## config.mk

```make
export PLATFORM = sky130hd
export DESIGN_NAME = dic_line_ram
export DESIGN_NICKNAME = d
export VERILOG_FILES = /design/src/rtl/dic_line_ram.sv
export SDC_FILE = /design/constraint.sdc
export NUM_CORES = 2
export LEC_CHECK = 0
export BUFFER_PORTS_ARGS = -buffer_cell sky130_fd_sc_hd__buf_2
export CORE_MARGIN = 2
export CORE_UTILIZATION = 35
export DETAILED_ROUTE_END_ITERATION = 10
export SYNTH_ARGS = -nofsm -noshare
export SYNTH_HDL_FRONTEND = slang
export SYNTH_SLANG_ARGS = --single-unit
```

## constraint.sdc

```tcl
create_clock -name clk -period 4.55 [get_ports clk]
set_input_delay 0.2275 -clock clk [delete_from_list [all_inputs] [get_ports clk]]
set_output_delay 0.2275 -clock clk [all_outputs]
set_load 0.05 [all_outputs]
```

## src/rtl/dic_line_ram.sv

```systemverilog
// Line storage of the cache: one write port, one registered read port.
// A read that meets a write to the same line in the same cycle returns the new data.
module dic_line_ram #(
  parameter int unsigned DEPTH = 512,
  parameter int unsigned WIDTH = 8
) (
  input  logic                     clk,
  input  logic                     rd_en,
  input  logic [$clog2(DEPTH)-1:0] rd_addr,
  output logic [WIDTH-1:0]         rd_data,
  input  logic                     wr_en,
  input  logic [$clog2(DEPTH)-1:0] wr_addr,
  input  logic [WIDTH-1:0]         wr_data
);

  logic [WIDTH-1:0] mem [DEPTH];
  logic [WIDTH-1:0] mem_q;
  logic [WIDTH-1:0] bypass_data;
  logic             bypass_sel;

  always_ff @(posedge clk) begin
    if (wr_en) begin
      mem[wr_addr] <= wr_data;
    end
  end

  always_ff @(posedge clk) begin
    if (rd_en) begin
      mem_q       <= mem[rd_addr];
      bypass_sel  <= wr_en && (wr_addr == rd_addr);
      bypass_data <= wr_data;
    end
  end

  assign rd_data = bypass_sel ? bypass_data : mem_q;

endmodule

```

**After elaboration in Yosys (flattened, before gate mapping)**

Memories as Yosys holds them, arrays and structs flattened. A register that Yosys moved wholly into a read port is not among the register bits.
Index checks and enable logic that the tools add are counted.

- Memory bits (writable): 4096
- Bits of input ports: 29
- Output and inout port bits: 8
- Memories: 1
- Logic and storage cells: 8
- Flip-flop bits (word level): 9

- Reductions and logical operators: 1
- Muxes and demuxes: 3
- Equality and inequality tests: 1

Memory list:

| memory | words | width | rd ports | clocked after Yosys merged registers in | wr ports | line | source |
|---|---|---|---|---|---|---|---|
| mem | 512 | 8 | 1 | 1 | 1 | 16 | `logic [WIDTH-1:0] mem [DEPTH];` |

Operators with widths:

| cell | number |
|---|---|
| 9-bit == test | 1 |
| 8-bit 2-to-1 mux | 1 |
| 1-bit 2-to-1 mux | 2 |
| 1-bit logical AND | 1 |

**Longest topological paths before layout**

- Word-level depth: 2
- Mapped depth: 15
- Depth with buffers taken out: 8

**Least setup slack after synthesis**

OpenSTA, ideal clock, no wires.

- Kind: input to register
- Start point: input port rd_addr[0]
- End point: register mem_q[4] (read register of mem), data pin
- Data required time: 4.295 ns
- Data arrival time: 2.236 ns
- Path slack: 2.059 ns
- Stages on the path: 9
- Setup time: 0.255 ns
- Path buffers: 4
- Cells stage by stage: buf_6 -> buf_12 -> buf_12 -> buf_12 -> mux4_1 -> mux4_2 -> a211oi_1 -> nor3_1 -> and3_1

RTL lines:

| item | line | source |
|---|---|---|
| from (decl) | 9 | `input logic [$clog2(DEPTH)-1:0] rd_addr,` |
| to (decl) | 17 | `logic [WIDTH-1:0] mem_q;` |

==> results by group <==
Yosys
  – Synth unique cells: 94
  – Post-Syn Area: about 0.16 sq mm
  – Mean area per synthesized cell: a little under 20 sq um
  – Top cell type's share of synthesized area: approximately three quarters
  – Fraction of registers with async set/reset: 0%
  – Post-Synth XOR/XNOR Area: less than 1%
  – Post-synth top area cell: edfxtp_1
  – Simple-gate share of the synthesized area: between 2 and 3%
  – Mapped Cells: 8226
  – Mux contribution to synthesized area: 14.3%
  – Synth Register Bits: roughly 4100
  – Synth warn: 0
  – Synth cell count leaders: edfxtp_1, mux2i_1, nor2_1
  – Count leader, synth: edfxtp_1
  – Largest family of logic cells by synthesized area: multiplexers
  – Seq/Total Area, Yosys: 75.8%
  – Synth Area in Adders: 0%
  – Dominant synthesized flop cell: edfxtp_1
  – Mapped Nets: approximately 8300
  – Synth top area cells: edfxtp_1, mux4_2, mux2i_1
  – Compound-Gate Fraction of Synth Area: 4.22%
  – EDFF count, synth: roughly 4000

Min path
  – Hold Path Class: input pin to flip-flop
  – Worst min-delay path startpoint: wr_addr[1]
  – Hold EP: mem[363][5]
  – Cell depth of the worst hold path: 3

STA
  – Clock Skews: 0.0804 ns
  – Tmin final: about 3.6 ns
  – PnR worst setup slack: between 0.9 and 1 ns
  – RSZ-0062 raised after global routing: false
  – Share of the clock period used by the worst path: between 70% and 80%
  – Max_slew headroom: 7.29%
  – Slew Viols, Final: 0
  – Final setup TNS: 0 ns
  – Final setup fails: 0
  – Worst slew pin tran: about 1.4 ns
  – Hold Vio Cnt, Final: 0
  – Max Clk Rate: between 0.2 and 0.3 GHz

CTS
  – CTS root buf: clkbuf_16
  – CTS tree: yes
  – Later-pin clock latency in the skew report: ~0.94 ns
  – CTS resizes: 0
  – Clock transition at path regs: ~0.07 ns
  – Cts bufs inserted: 398
  – Clock Path Buffers: 4
  – CTS sink cnt: just over 4000
  – H-tree depth: 5
  – Post-CTS Setup Bufs: 0

Floorplanning
  – Die W: a little under 700 microns
  – Die Y: around 690 microns
  – Row cnt: 250
  – Initial Util: 35.2%
  – Core Region: ~0.46 sq mm
  – Die ar.: 0.471 sq mm
  – # IOs: 37

Cells and area
  – Nets: ~8600
  – Layout cells sized above 1: a little under a fifth
  – Reg area: between 0.1 and 0.15 sq mm
  – Area occupied by multi-input gates: approximately 0.035 sq mm
  – Synth-to-layout area growth: 12.8%
  – Filler cell count: a little over 40000

Critical path
  – Crit end category: flip-flop
  – Worst R2R End: mem_q[1]
  – Reg2reg setup slack: slightly above 0.9 ns
  – Critical Path AT: ~4.4 ns
  – Worst r2r path cells: 8
  – Critical Path RT: 5.35 ns
  – Setup Crit Path Kind: flip-flop to flip-flop
  – Reg2reg start: mem[29][1]
  – Critical path startpoint category: flip-flop
  – Crit Path Max Fanout: 1

Global route
  – Gr ovfl total: 0
  – Gr usage total: roughly a fifth
  – Largest net degree at the start of global routing: ~210
  – Initial antenna violation count: 28
  – Vias in the first global route: roughly 84000
  – First-pass GRT wire length: 640 mm

Pwr
  – Power Dens Cells: ~430 mW/mm^2
  – Leakage: a little under 0.06 uW
  – Design internal power: 61500 uW
  – Switching share of power: between 20 and 25%
  – NetSw: roughly 17000 uW
  – IR drop worst, VDD: around 0.00039 V
  – Sequential power share: between 50% and 60%
  – Combinational share of power: under 10%
  – Clock power frac: between 40% and 50%

Placed design
  – Port Buf Inserts: 36
  – Placement Setup Slack: about 0.054 ns
  – RePlAce Congestion: a little under 0.9
  – Final HPWL DP: 285 mm

Drt
  – Vias per Instance: approximately 5.7
  – Vias: 85481
  – Wirelength, routed: 458 mm
  – Antenna viol nets, final: 0
  – Iteration count of the initial detailed-routing pass: 8
  – Wirelength per Cell: 30.4 microns
  – DRT iter0 DRCs: 11483
  – DRC violations left: 0

Flow run
  – MaxCap Viol Count: 0

Run status
  – Status: complete, no violations
power groups by stage:
| stage | Combinational, uW | Clock [uW] | Sequential, uW |
|---|---|---|---|
| floorplan | 2240 | 0 | 42600 |
| global placement | 4140 | 0 | 42600 |
| detailed placement | 4200 | 0 | 42600 |
| CTS | 4210 | 32800 | 41800 |
| global route | 4380 | 34200 | 41700 |
| finish | 4240 | 32400 | 41800 |
routing by layer:
layer	up-vias	wire, microns	GRT usage [%]
met2	4615	216000	30.1
met3	760	43400	3.46
met1	45317	183000	26.2
li1	34783	-	-
met4	6	15500	5.89
met5	-	34	0
layout by cell type, fill, tap and decap left out, types with 24 or more instances in the layout:
cell type  instances
edfxtp_1        4113
mux2i_1          809
nor2_1           661
mux4_2           533
clkbuf_16        405
buf_4            339
o22ai_1          245
o221ai_1         226
a21oi_1          166
nand2_1          162
o21ai_0          123
mux4_1           116
nor3_1            97
buf_12            92
clkbuf_1          80
clkinv_1          73
clkinv_2          69
a31oi_1           53
bufinv_16         39
nand3_1           33
nor4_1            29
a22oi_1           29
nand4_1           25
a211oi_1          24
layout make-up:
cell class,count,share of cell area [%]
clock buffers,485,5.67
diodes,5,0.00680
well taps,6174,4.20
repair buffers,478,2.61
inverters,3,0.0143
flip-flops and latches,4113,67.2
clock inverters,221,1.18
multi-input cells,3585,19.2
registers in the layout, indices dropped and copies added, names as in the netlist:
name         flops
bypass_sel       1
bypass_data      8
mem           4096
mem_q            8
stage by stage:
stage                     std cells  cell area, sq um  hold slack, ns  util [%]  power [uW]
after floorplan                8226            163000           0.326         -       44800
after global placement        14340            171000           0.704      36.9       46700
after detailed placement      14341            171000           0.714      36.9       46800
after CTS                     15059            184000          0.0269      39.7       78800
after global routing          15062            184000          0.0837      39.7       80400
final                         15064            184000          0.0976      39.7       78500
critical path: stages (launching register included):
cell      delay, ns
edfxtp_1       0.33
mux4_1         0.24
and2_1         0.17
a211oi_1       0.06
nor3_1         0.76
o22ai_1        0.24
or4_1          0.59
nor3_1         0.82
and3_1         0.29
cells by family (layout without fill, tap and decap cells):
logic type                after synthesis  count (layout)
other                                   0               5
and+or+nand+nor                      1111            1111
xor gates and xnor gates                9               9
buffers and inverters                 528            1187
muxes                                1471            1471
DFF                                  4113            4113
AOI/OAI and AO/OA                     994             994
what timing repair did:
action | in CTS | in global routing
hold buffers | 12 | 0
setup endpoints to repair | 0 | 0
hold endpoints to repair | 637 | 0
how the worst max path moves through the flow:
stage	startpoint	to	slack, ns	depth (start not counted)
after floorplan	rd_addr[0]	mem_q[4]	2.06	9
after global placement	rd_addr[1]	mem_q[4]	0.05	11
after detailed placement	rd_addr[1]	mem_q[4]	0.05	11
after CTS	mem[29][1]	mem_q[1]	1.01	8
after global routing	mem[29][1]	mem_q[1]	0.96	8
final	mem[29][1]	mem_q[1]	0.92	8
(Power assumes the default switching activity.)
