--- src/rtl/dic_pkg.sv ---
// Shared types, constants and helper functions for the decoded instruction cache.
// Depends on nothing; the top level, dic_lookup and the testbench import it.
package dic_pkg;

  localparam int unsigned DEFAULT_ENTRIES = 512;
  localparam int unsigned ADDR_W          = 32;
  localparam int unsigned OPCODE_W        = 16;
  localparam int unsigned USES_W          = 8;
  localparam int unsigned CYCLES_W        = 2;
  localparam int unsigned THRESH_W        = 8;

  localparam logic [THRESH_W-1:0] HOT_THRESHOLD_RESET = 8'd20;
  localparam logic [USES_W-1:0]   USES_MAX            = 8'hFF;
  localparam logic [USES_W-1:0]   USES_FIRST          = 8'd1;

  // Top nibble codes of the opcode that set the cycle estimate.
  localparam logic [3:0] NIB_BRANCH_LIKE = 4'h2;
  localparam logic [3:0] NIB_MOVE_GROUP  = 4'h6;
  localparam logic [3:0] NIB_GROUP_8     = 4'h8;
  localparam logic [3:0] NIB_GROUP_A     = 4'hA;
  localparam logic [3:0] NIB_GROUP_B     = 4'hB;
  localparam logic [3:0] NIB_GROUP_F     = 4'hF;
  localparam logic [3:0] MOVE_SHORT_MAX  = 4'h3;

  localparam logic [CYCLES_W-1:0] CYC_ONE   = 2'd1;
  localparam logic [CYCLES_W-1:0] CYC_TWO   = 2'd2;
  localparam logic [CYCLES_W-1:0] CYC_THREE = 2'd3;

  // One result as it leaves the lookup stage.
  typedef struct packed {
    logic [OPCODE_W-1:0] instruction;
    logic [CYCLES_W-1:0] cycle_estimate;
    logic                hit;
    logic                was_hot;
    logic                address_error;
  } fetch_result_t;

  // Cycle estimate derived from the opcode's nibbles.
  function automatic logic [CYCLES_W-1:0] cycles_for(input logic [OPCODE_W-1:0] word);
    logic [CYCLES_W-1:0] est;
    est = CYC_ONE;
    unique case (word[15:12])
      NIB_MOVE_GROUP:  est = (word[3:0] <= MOVE_SHORT_MAX) ? CYC_TWO : CYC_ONE;
      NIB_BRANCH_LIKE,
      NIB_GROUP_8,
      NIB_GROUP_A,
      NIB_GROUP_B:     est = CYC_TWO;
      NIB_GROUP_F:     est = CYC_THREE;
      default:         est = CYC_ONE;
    endcase
    return est;
  endfunction

endpackage

--- src/rtl/dic_lookup.sv ---
// Tag compare, hot test and line update for one fetch request.
// Depends on dic_pkg for the result type and the cycle estimate function.
module dic_lookup
  import dic_pkg::*;
#(
  parameter int unsigned ENTRIES = DEFAULT_ENTRIES,
  parameter int unsigned IDX_W   = $clog2(ENTRIES),
  parameter int unsigned TAG_W   = ADDR_W - 1 - IDX_W,
  parameter int unsigned LINE_W  = 1 + TAG_W + OPCODE_W + USES_W + CYCLES_W
) (
  input  logic [ADDR_W-1:0]   fetch_address,
  input  logic [OPCODE_W-1:0] memory_word,
  input  logic [LINE_W-1:0]   line_rd,
  input  logic [THRESH_W-1:0] hot_threshold,
  output fetch_result_t       result,
  output logic                line_we,
  output logic [LINE_W-1:0]   line_wr
);

  logic                line_valid;
  logic [TAG_W-1:0]    line_tag;
  logic [OPCODE_W-1:0] line_opcode;
  logic [USES_W-1:0]   line_uses;
  logic [CYCLES_W-1:0] line_cycles;
  logic [TAG_W-1:0]    req_tag;
  logic                odd;
  logic                match;
  logic [CYCLES_W-1:0] est;
  logic [USES_W-1:0]   uses_next;

  assign {line_valid, line_tag, line_opcode, line_uses, line_cycles} = line_rd;

  assign req_tag   = fetch_address[ADDR_W-1:IDX_W+1];
  assign odd       = fetch_address[0];
  assign match     = line_valid && (line_tag == req_tag);
  assign est       = cycles_for(memory_word);
  assign uses_next = (line_uses == USES_MAX) ? USES_MAX : line_uses + USES_W'(1);

  always_comb begin
    result  = '0;
    line_we = 1'b0;
    line_wr = {1'b1, req_tag, memory_word, USES_FIRST, est};
    if (odd) begin
      result.address_error = 1'b1;
    end else if (match) begin
      result.instruction    = line_opcode;
      result.cycle_estimate = line_cycles;
      result.hit            = 1'b1;
      result.was_hot        = line_uses > hot_threshold;
      line_we               = 1'b1;
      line_wr               = {1'b1, line_tag, line_opcode, uses_next, line_cycles};
    end else begin
      result.instruction    = memory_word;
      result.cycle_estimate = est;
      line_we               = 1'b1;
    end
  end

endmodule

--- config.mk ---
export PLATFORM = sky130hd
export DESIGN_NAME = dic_lookup
export DESIGN_NICKNAME = d
export VERILOG_FILES = /design/src/rtl/dic_pkg.sv /design/src/rtl/dic_lookup.sv
export SDC_FILE = /design/constraint.sdc
export NUM_CORES = 1
export LEC_CHECK = 0
export ABC_CLOCK_PERIOD_IN_PS = 1600
export BUFFER_PORTS_ARGS = -buffer_cell sky130_fd_sc_hd__buf_2
export CORE_ASPECT_RATIO = 1.1
export CORE_UTILIZATION = 31
export DETAILED_ROUTE_END_ITERATION = 6
export PLACE_DENSITY = 0.82
export SYNTH_ARGS = -nofsm -noshare
export SYNTH_HDL_FRONTEND = slang
export SYNTH_SLANG_ARGS = --single-unit
--- constraint.sdc ---
create_clock -name vclk -period 1.6
set_input_delay 0.08 -clock vclk [all_inputs]
set_output_delay 0.08 -clock vclk [all_outputs]
set_load 0.02 [all_outputs]
=== Word level (Yosys, flattened, before mapping) ===
Cells that the tools add are included.
Widths: inputs -> output; s select.

* Register bits after elaboration: 0
* Input bits: 105
* Output and inout bits: 71
* Word-level logic and storage cells: 23

* Add/sub/neg operators: 1
* Order comparisons: 2
* Eq/ne operators: 8
* Mux-type cells: 10
* Reductions and logical operators: 2

{| class="wikitable"
|+ Operator list
! cell !! number
|-
| $mux 48 || 2
|-
| $eq 22x22->1 || 1
|-
| $mux 20 || 1
|-
| $mux 18 || 1
|-
| $eq 4x4->1 const B || 4
|-
| $add 8x1->8 const B || 1
|-
| $eq 8x8->1 const B || 1
|-
| $gt 8x8->1 || 1
|-
| $mux 8 || 1
|-
| $pmux 2 s3 || 1
|-
| $eq 4x2->1 const B || 1
|-
| $eq 4x3->1 const B || 1
|-
| $le 4x2->1 const B || 1
|-
| $mux 2 || 2
|-
| $reduce_or 4->1 || 1
|-
| $mux 1 || 2
|-
| $logic_and 1x1->1 || 1
|}

=== Longest topological paths before layout ===
Gate-level depths: netlist of the first run.

* Depth after elaboration: 5
* Gate-level depth with buffers: 8
* Gate-level depth less buffers: 7

=== Least setup slack after synthesis of the first run ===
Ideal clock, no wire load.

* Path type: input -> output
* From: in line_rd[36]
* To: out line_wr[5]
* Arrival: 2.106 ns
* Data required time: 1.520 ns
* Path slack: -0.586 ns
* Stages on the path: 5
* Buffers on the path: 1
* Cells stage by stage: xnor2_1 > nand4_1 > or4_1 > clkbuf_1 > a2111oi_0

* Longest elaborated chain between the ends: 4

{| class="wikitable"
|+ RTL lines
! element !! line !! text
|-
| start: declaration || dic_lookup.sv:13 || <nowiki>input logic [LINE_W-1:0] line_rd,</nowiki>
|-
| $eq 22x22->1 || dic_lookup.sv:35 || <nowiki>assign match = line_valid && (line_tag == req_tag);</nowiki>
|-
| $logic_and 1x1->1 || dic_lookup.sv:35 ||
|-
| $mux 48 || dic_lookup.sv:45 || <nowiki>end else if (match) begin</nowiki>
|-
| $mux 48 || dic_lookup.sv:43 || <nowiki>if (odd) begin</nowiki>
|-
| end: declaration || dic_lookup.sv:17 || <nowiki>output logic [LINE_W-1:0] line_wr</nowiki>
|}

No other way between the ends.

=== Worst setup path after layout of the first run ===
* From: in line_rd[29]
* To: out line_wr[23]

The elaborated chain is that of the path after synthesis.

==> flow_summary.toml, run 1 <==
[outcome]
status = "complete, but fails checks"
violations = "negative setup slack"

[critical_path]
cp_max_fo = 26
end_kind = "primary output"
worstPathCellList = "buf_6, xnor2_1, nand4_1, buf_4, nor4_4, nand3_4, buf_12, mux2_4, buf_2"
path_class = "in -> out"
required_ps = 1520
startpoint_type = "primary input"
cpMaxStageDelayCell = "mux2_4"
crit_arrival_ps = 1730
cp_slowest_stage_delay_ps = 310

[timing]
hold_ws_ps = 400
tns_ps = -7100
rsz0062_at_grt = "true"
fin_crit_sh_pct = 113
setup_viol = 45
finalHoldViolCount = 0
fin_crit_ps = 1810
maxSlewViolCount = 0
fmax_ghz = 0.551
setup_ws_ps = -215

[global_routing]
busiest_layer = "met2"
antenna_found_initial = 0
grt_pass1_wl_um = 8770
grt_use_met2_pct = 42.7
grt_start_max_net_pins = 27
overflow = 0
grt_usage_pct = 23.0
use_met3_pct = 2.20
grtUsageMet1_pct = 27.4
grt_pass1_vias = 2019

[drt]
drt_iter0_drc = 113
avgRoutedWirePerCell_um = 14.8
via_count = 2087
drt-total-wl_um = 6110
drc_errors = 0
drt-pass1-iter-count = 5
antenna_left = 0
via_per_inst = 5.04

[synth]
yosysUniqueCellTypes = 36
ys_warn_count = 0
synth_nets = 320
synth_seq_area_share_pct = 0
netlist_instances = 206
synth_area_sq_um = 1390
syn_avg_cell_area_sq_um = 6.73

[worst_hold_path]
hp-class = "in -> out"

[cells_and_area]
register_area_sq_um = 0
layout-drive-gt1-share_pct = 67.8
post-route-cell-area_sq_um = 2720
n_antenna_cell = 0
nClkBuffers = 0
final_util_pct = 63.4
final_nets = 476
area_growth_syn_to_layout_pct = 96.0
design.seq.count = 0

[pwr]
power_density_nw_per_um2 = 254
p_leak_nw = 1.44
ir_drop_uv = 170

[floorplan]
die_x_um = 65.8
placementRows = 25
io_pins = 176
start_util_pct = 32.4
dieArea_sq_um = 4740
die_h_um = 72.1
core-area_sq_um = 4290

[placed_design]
port_buffers = 166
pre_cts_ws_ps = -264
dp_hpwl_um = 4570
placed_area_sq_um = 2410
place.gp.congestion = 0.855

[clocking]
ctsHoldBuffers = 0

[job]
maxCapViolations = 0
## Yosys cell counts, drive strengths merged (3+ instances only)
library cell,count,area [sq um]
clkbuf,30,113
nand3,25,138
a21oi,23,115
xor2,10,87.6
nor4,3,33.8
nor3,6,30.0
buf,5,38.8
nand2,4,15.0
ha,9,113
inv,13,48.8
nand4,5,31.3
o21ai,19,95.1
xnor2,15,131
mux2,18,248
and2,3,18.8
## power by group
part	switching, W	total, W	internal, W
Sequential	0	0	0
Clock	0	0	0
Combinational	0.000358	0.000691	0.000333
## kinds of logic after synthesis
group,synth area share (%)
mux,18.6
fa+ha+maj,8.12
simple gates,22.9
buf+inv,14.4
other cells,0.270
xor+xnor,15.8
compound gates,19.9
## through the flow
step / std cells / total power (W)
2_1_floorplan: 206 / 0.000335
3_3_place_gp: 411 / 0.000596
3_5_place_dp: 411 / 0.000609
4_1_cts: 414 / 0.000645
5_1_grt: 414 / 0.000739
6_report: 414 / 0.000691
## layout by cell type (no fill, tap or decap), types with 5 or more instances in the layout
| cell type | n |
|---|---|
| a21oi_1 | 11 |
| a21oi_2 | 12 |
| buf_2 | 133 |
| buf_4 | 31 |
| buf_6 | 23 |
| ha_1 | 9 |
| inv_1 | 12 |
| mux2_2 | 6 |
| mux2_4 | 12 |
| nand3_1 | 22 |
| nand4_1 | 5 |
| nor3_1 | 5 |
| o21ai_0 | 6 |
| o21ai_1 | 12 |
| xnor2_2 | 10 |
| xor2_1 | 10 |
## cell type report
| class | count | area [sq um] |
|---|---|---|
| timing repair buffer | 189 | 1200 |
| inverter | 13 | 48.8 |
| fill | 362 | 1570 |
| multi-input combinational | 158 | 1400 |
| tap | 54 | 67.6 |
## worst max-delay path, delay by kind of cell
family | cells | cell delay (ps)
buf+inv | 4 | 620
simple gates | 3 | 540
mux | 1 | 310
xor+xnor | 1 | 190
## path summary, 6_finish.rpt
path	startpoint	to	slack [ps]	cells after the start
max	line_rd[29]	line_wr[23]	-210	9
min	fetch_address[16]	line_wr[32]	400	2
## layer usage
metal / vias to the layer above / part of all wire, %
met4: 0 / 2.6
met5: - / 0
met3: 16 / 5.3
met1: 939 / 38
li1: 1024 / -
met2: 108 / 55
## timing repair
| item | in CTS | in global routing |
|---|---|---|
| cloned | 2 | 0 |
| buffers inserted | 1 | 0 |
| resized for setup | 35 | 37 |
| setup endpoints to repair | 46 | 46 |
| pin swaps | 6 | 2 |
No activity file was read; power rests on OpenSTA's default activity.
==> run 2, diff against run 1 <==
--- a/config.mk
+++ b/config.mk
@@ -11,6 +11,7 @@
 export CORE_UTILIZATION = 31
 export DETAILED_ROUTE_END_ITERATION = 6
 export PLACE_DENSITY = 0.82
+export RECOVER_POWER = 50
 export SYNTH_ARGS = -nofsm -noshare
 export SYNTH_HDL_FRONTEND = slang
 export SYNTH_SLANG_ARGS = --single-unit
==> flow_summary.toml, run 2 (synthesis results as in run 1) <==
[floorplan]
die_h_um = 72.1
io_pins = 176
core-area_sq_um = 4290
die_x_um = 65.8
dieArea_sq_um = 4740
placementRows = 25
start_util_pct = 32.4

[cells_and_area]
design.seq.count = 0
mostFrequentLayoutCell = "buf_2"
area_growth_syn_to_layout_pct = 94.9
fillers = 367
nClkBuffers = 0
n_antenna_cell = 0
register_area_sq_um = 0
multiInputGateArea_sq_um = 1400
layout-drive-gt1-share_pct = 64.4
final_nets = 476
final_util_pct = 63.1
final_cell_mix = "buf_2, buf_4, buf_6"

[placed_design]
pre_cts_ws_ps = -264
port_buffers = 166
dp_hpwl_um = 4570
place.gp.congestion = 0.855

[drt]
avgRoutedWirePerCell_um = 14.8
via_per_inst = 5.12
drt-pass1-iter-count = 4
drt_iter0_drc = 118
antenna_left = 0
drt-total-wl_um = 6120
via_count = 2120
drc_errors = 0

[global_routing]
grt_start_max_net_pins = 27
antenna_found_initial = 0
grt_pass1_vias = 2019
grt_usage_pct = 23.0
grt_pass1_wl_um = 8770
overflow = 0

[timing]
fin_crit_ps = 1820
rsz0062_at_grt = "true"
setup_viol = 45
maxSlewViolCount = 0
fin_crit_sh_pct = 114
finalHoldViolCount = 0
setup_ws_ps = -218
fmax_ghz = 0.550

[critical_path]
crit_family = "buffers and inverters"
required_ps = 1520
cpMaxStageDelayCell = "mux2_4"
end_kind = "primary output"
critPathBufInv = 4
path_class = "in -> out"
startpoint_type = "primary input"
worstPathCellList = "buf_6, xnor2_1, nand4_1, buf_4, nor4_4, nand3_4, buf_12, mux2_4, buf_2"
cp_max_fo = 26
crit_arrival_ps = 1740
cp_slowest_stage_delay_ps = 310

[pwr]
total_power_w = 0.000688
power_density_nw_per_um2 = 255
ir_drop_uv = 170
p_leak_nw = 1.40

[outcome]
status = "complete, but fails checks"
violations = "negative setup slack"

[job]
maxCapViolations = 0

[worst_hold_path]
hp-class = "in -> out"

[clocking]
ctsHoldBuffers = 0
run 2: changes by cell type in the layout (fill, tap and decap cells not counted):
| cell | before | now |
|---|---|---|
| clkbuf_1 | 0 | 12 |
| buf_2 | 133 | 121 |
run 2: worst paths after layout:
kind	startpoint	to	slack, ps	depth (start not counted)
setup / recovery	line_rd[29]	line_wr[16]	-220	9
hold / removal	fetch_address[10]	line_wr[26]	430	2
run 2: cell type report:
cell class | count | area share (%)
Multi-Input combinational cell | 158 | 51.9
Timing Repair Buffer | 189 | 43.7
Tap cell | 54 | 2.50
Inverter | 13 | 1.81
run 2: layer usage:
| layer | vias up | wire [um] | global-route usage, % |
|---|---|---|---|
| met2 | 118 | 3350 | 42.7 |
| met3 | 10 | 338 | 2.20 |
| met4 | 0 | 109 | 6.76 |
| met5 | - | 0 | 0 |
| met1 | 970 | 2320 | 27.4 |
| li1 | 1022 | - | - |
run 2: power by group:
part	total [W]	switching, W	internal (W)
Clock	0	0	0
Sequential	0	0	0
Combinational	0.000688	0.000359	0.000329
Total	0.000688	0.000359	0.000329
run 2: stage by stage:
stage | std cells | hold slack (ps) | instance area, sq um | setup TNS [ps]
2_1_floorplan | 206 | 251 | 1500 | -1970
3_3_place_gp | 411 | 403 | 2410 | -6290
3_5_place_dp | 411 | 405 | 2410 | -7860
4_1_cts | 414 | 387 | 2590 | -4350
5_1_grt | 414 | 430 | 2700 | -12580
6_report | 414 | 426 | 2700 | -7130
run 2: what timing repair did:
item | CTS | global route
gates resized for setup | 35 | 37
setup endpoints to repair | 46 | 46
pin swaps | 6 | 2
cloned | 2 | 0
buffers inserted | 1 | 0
endpoints found under the hold margin | 0 | 0
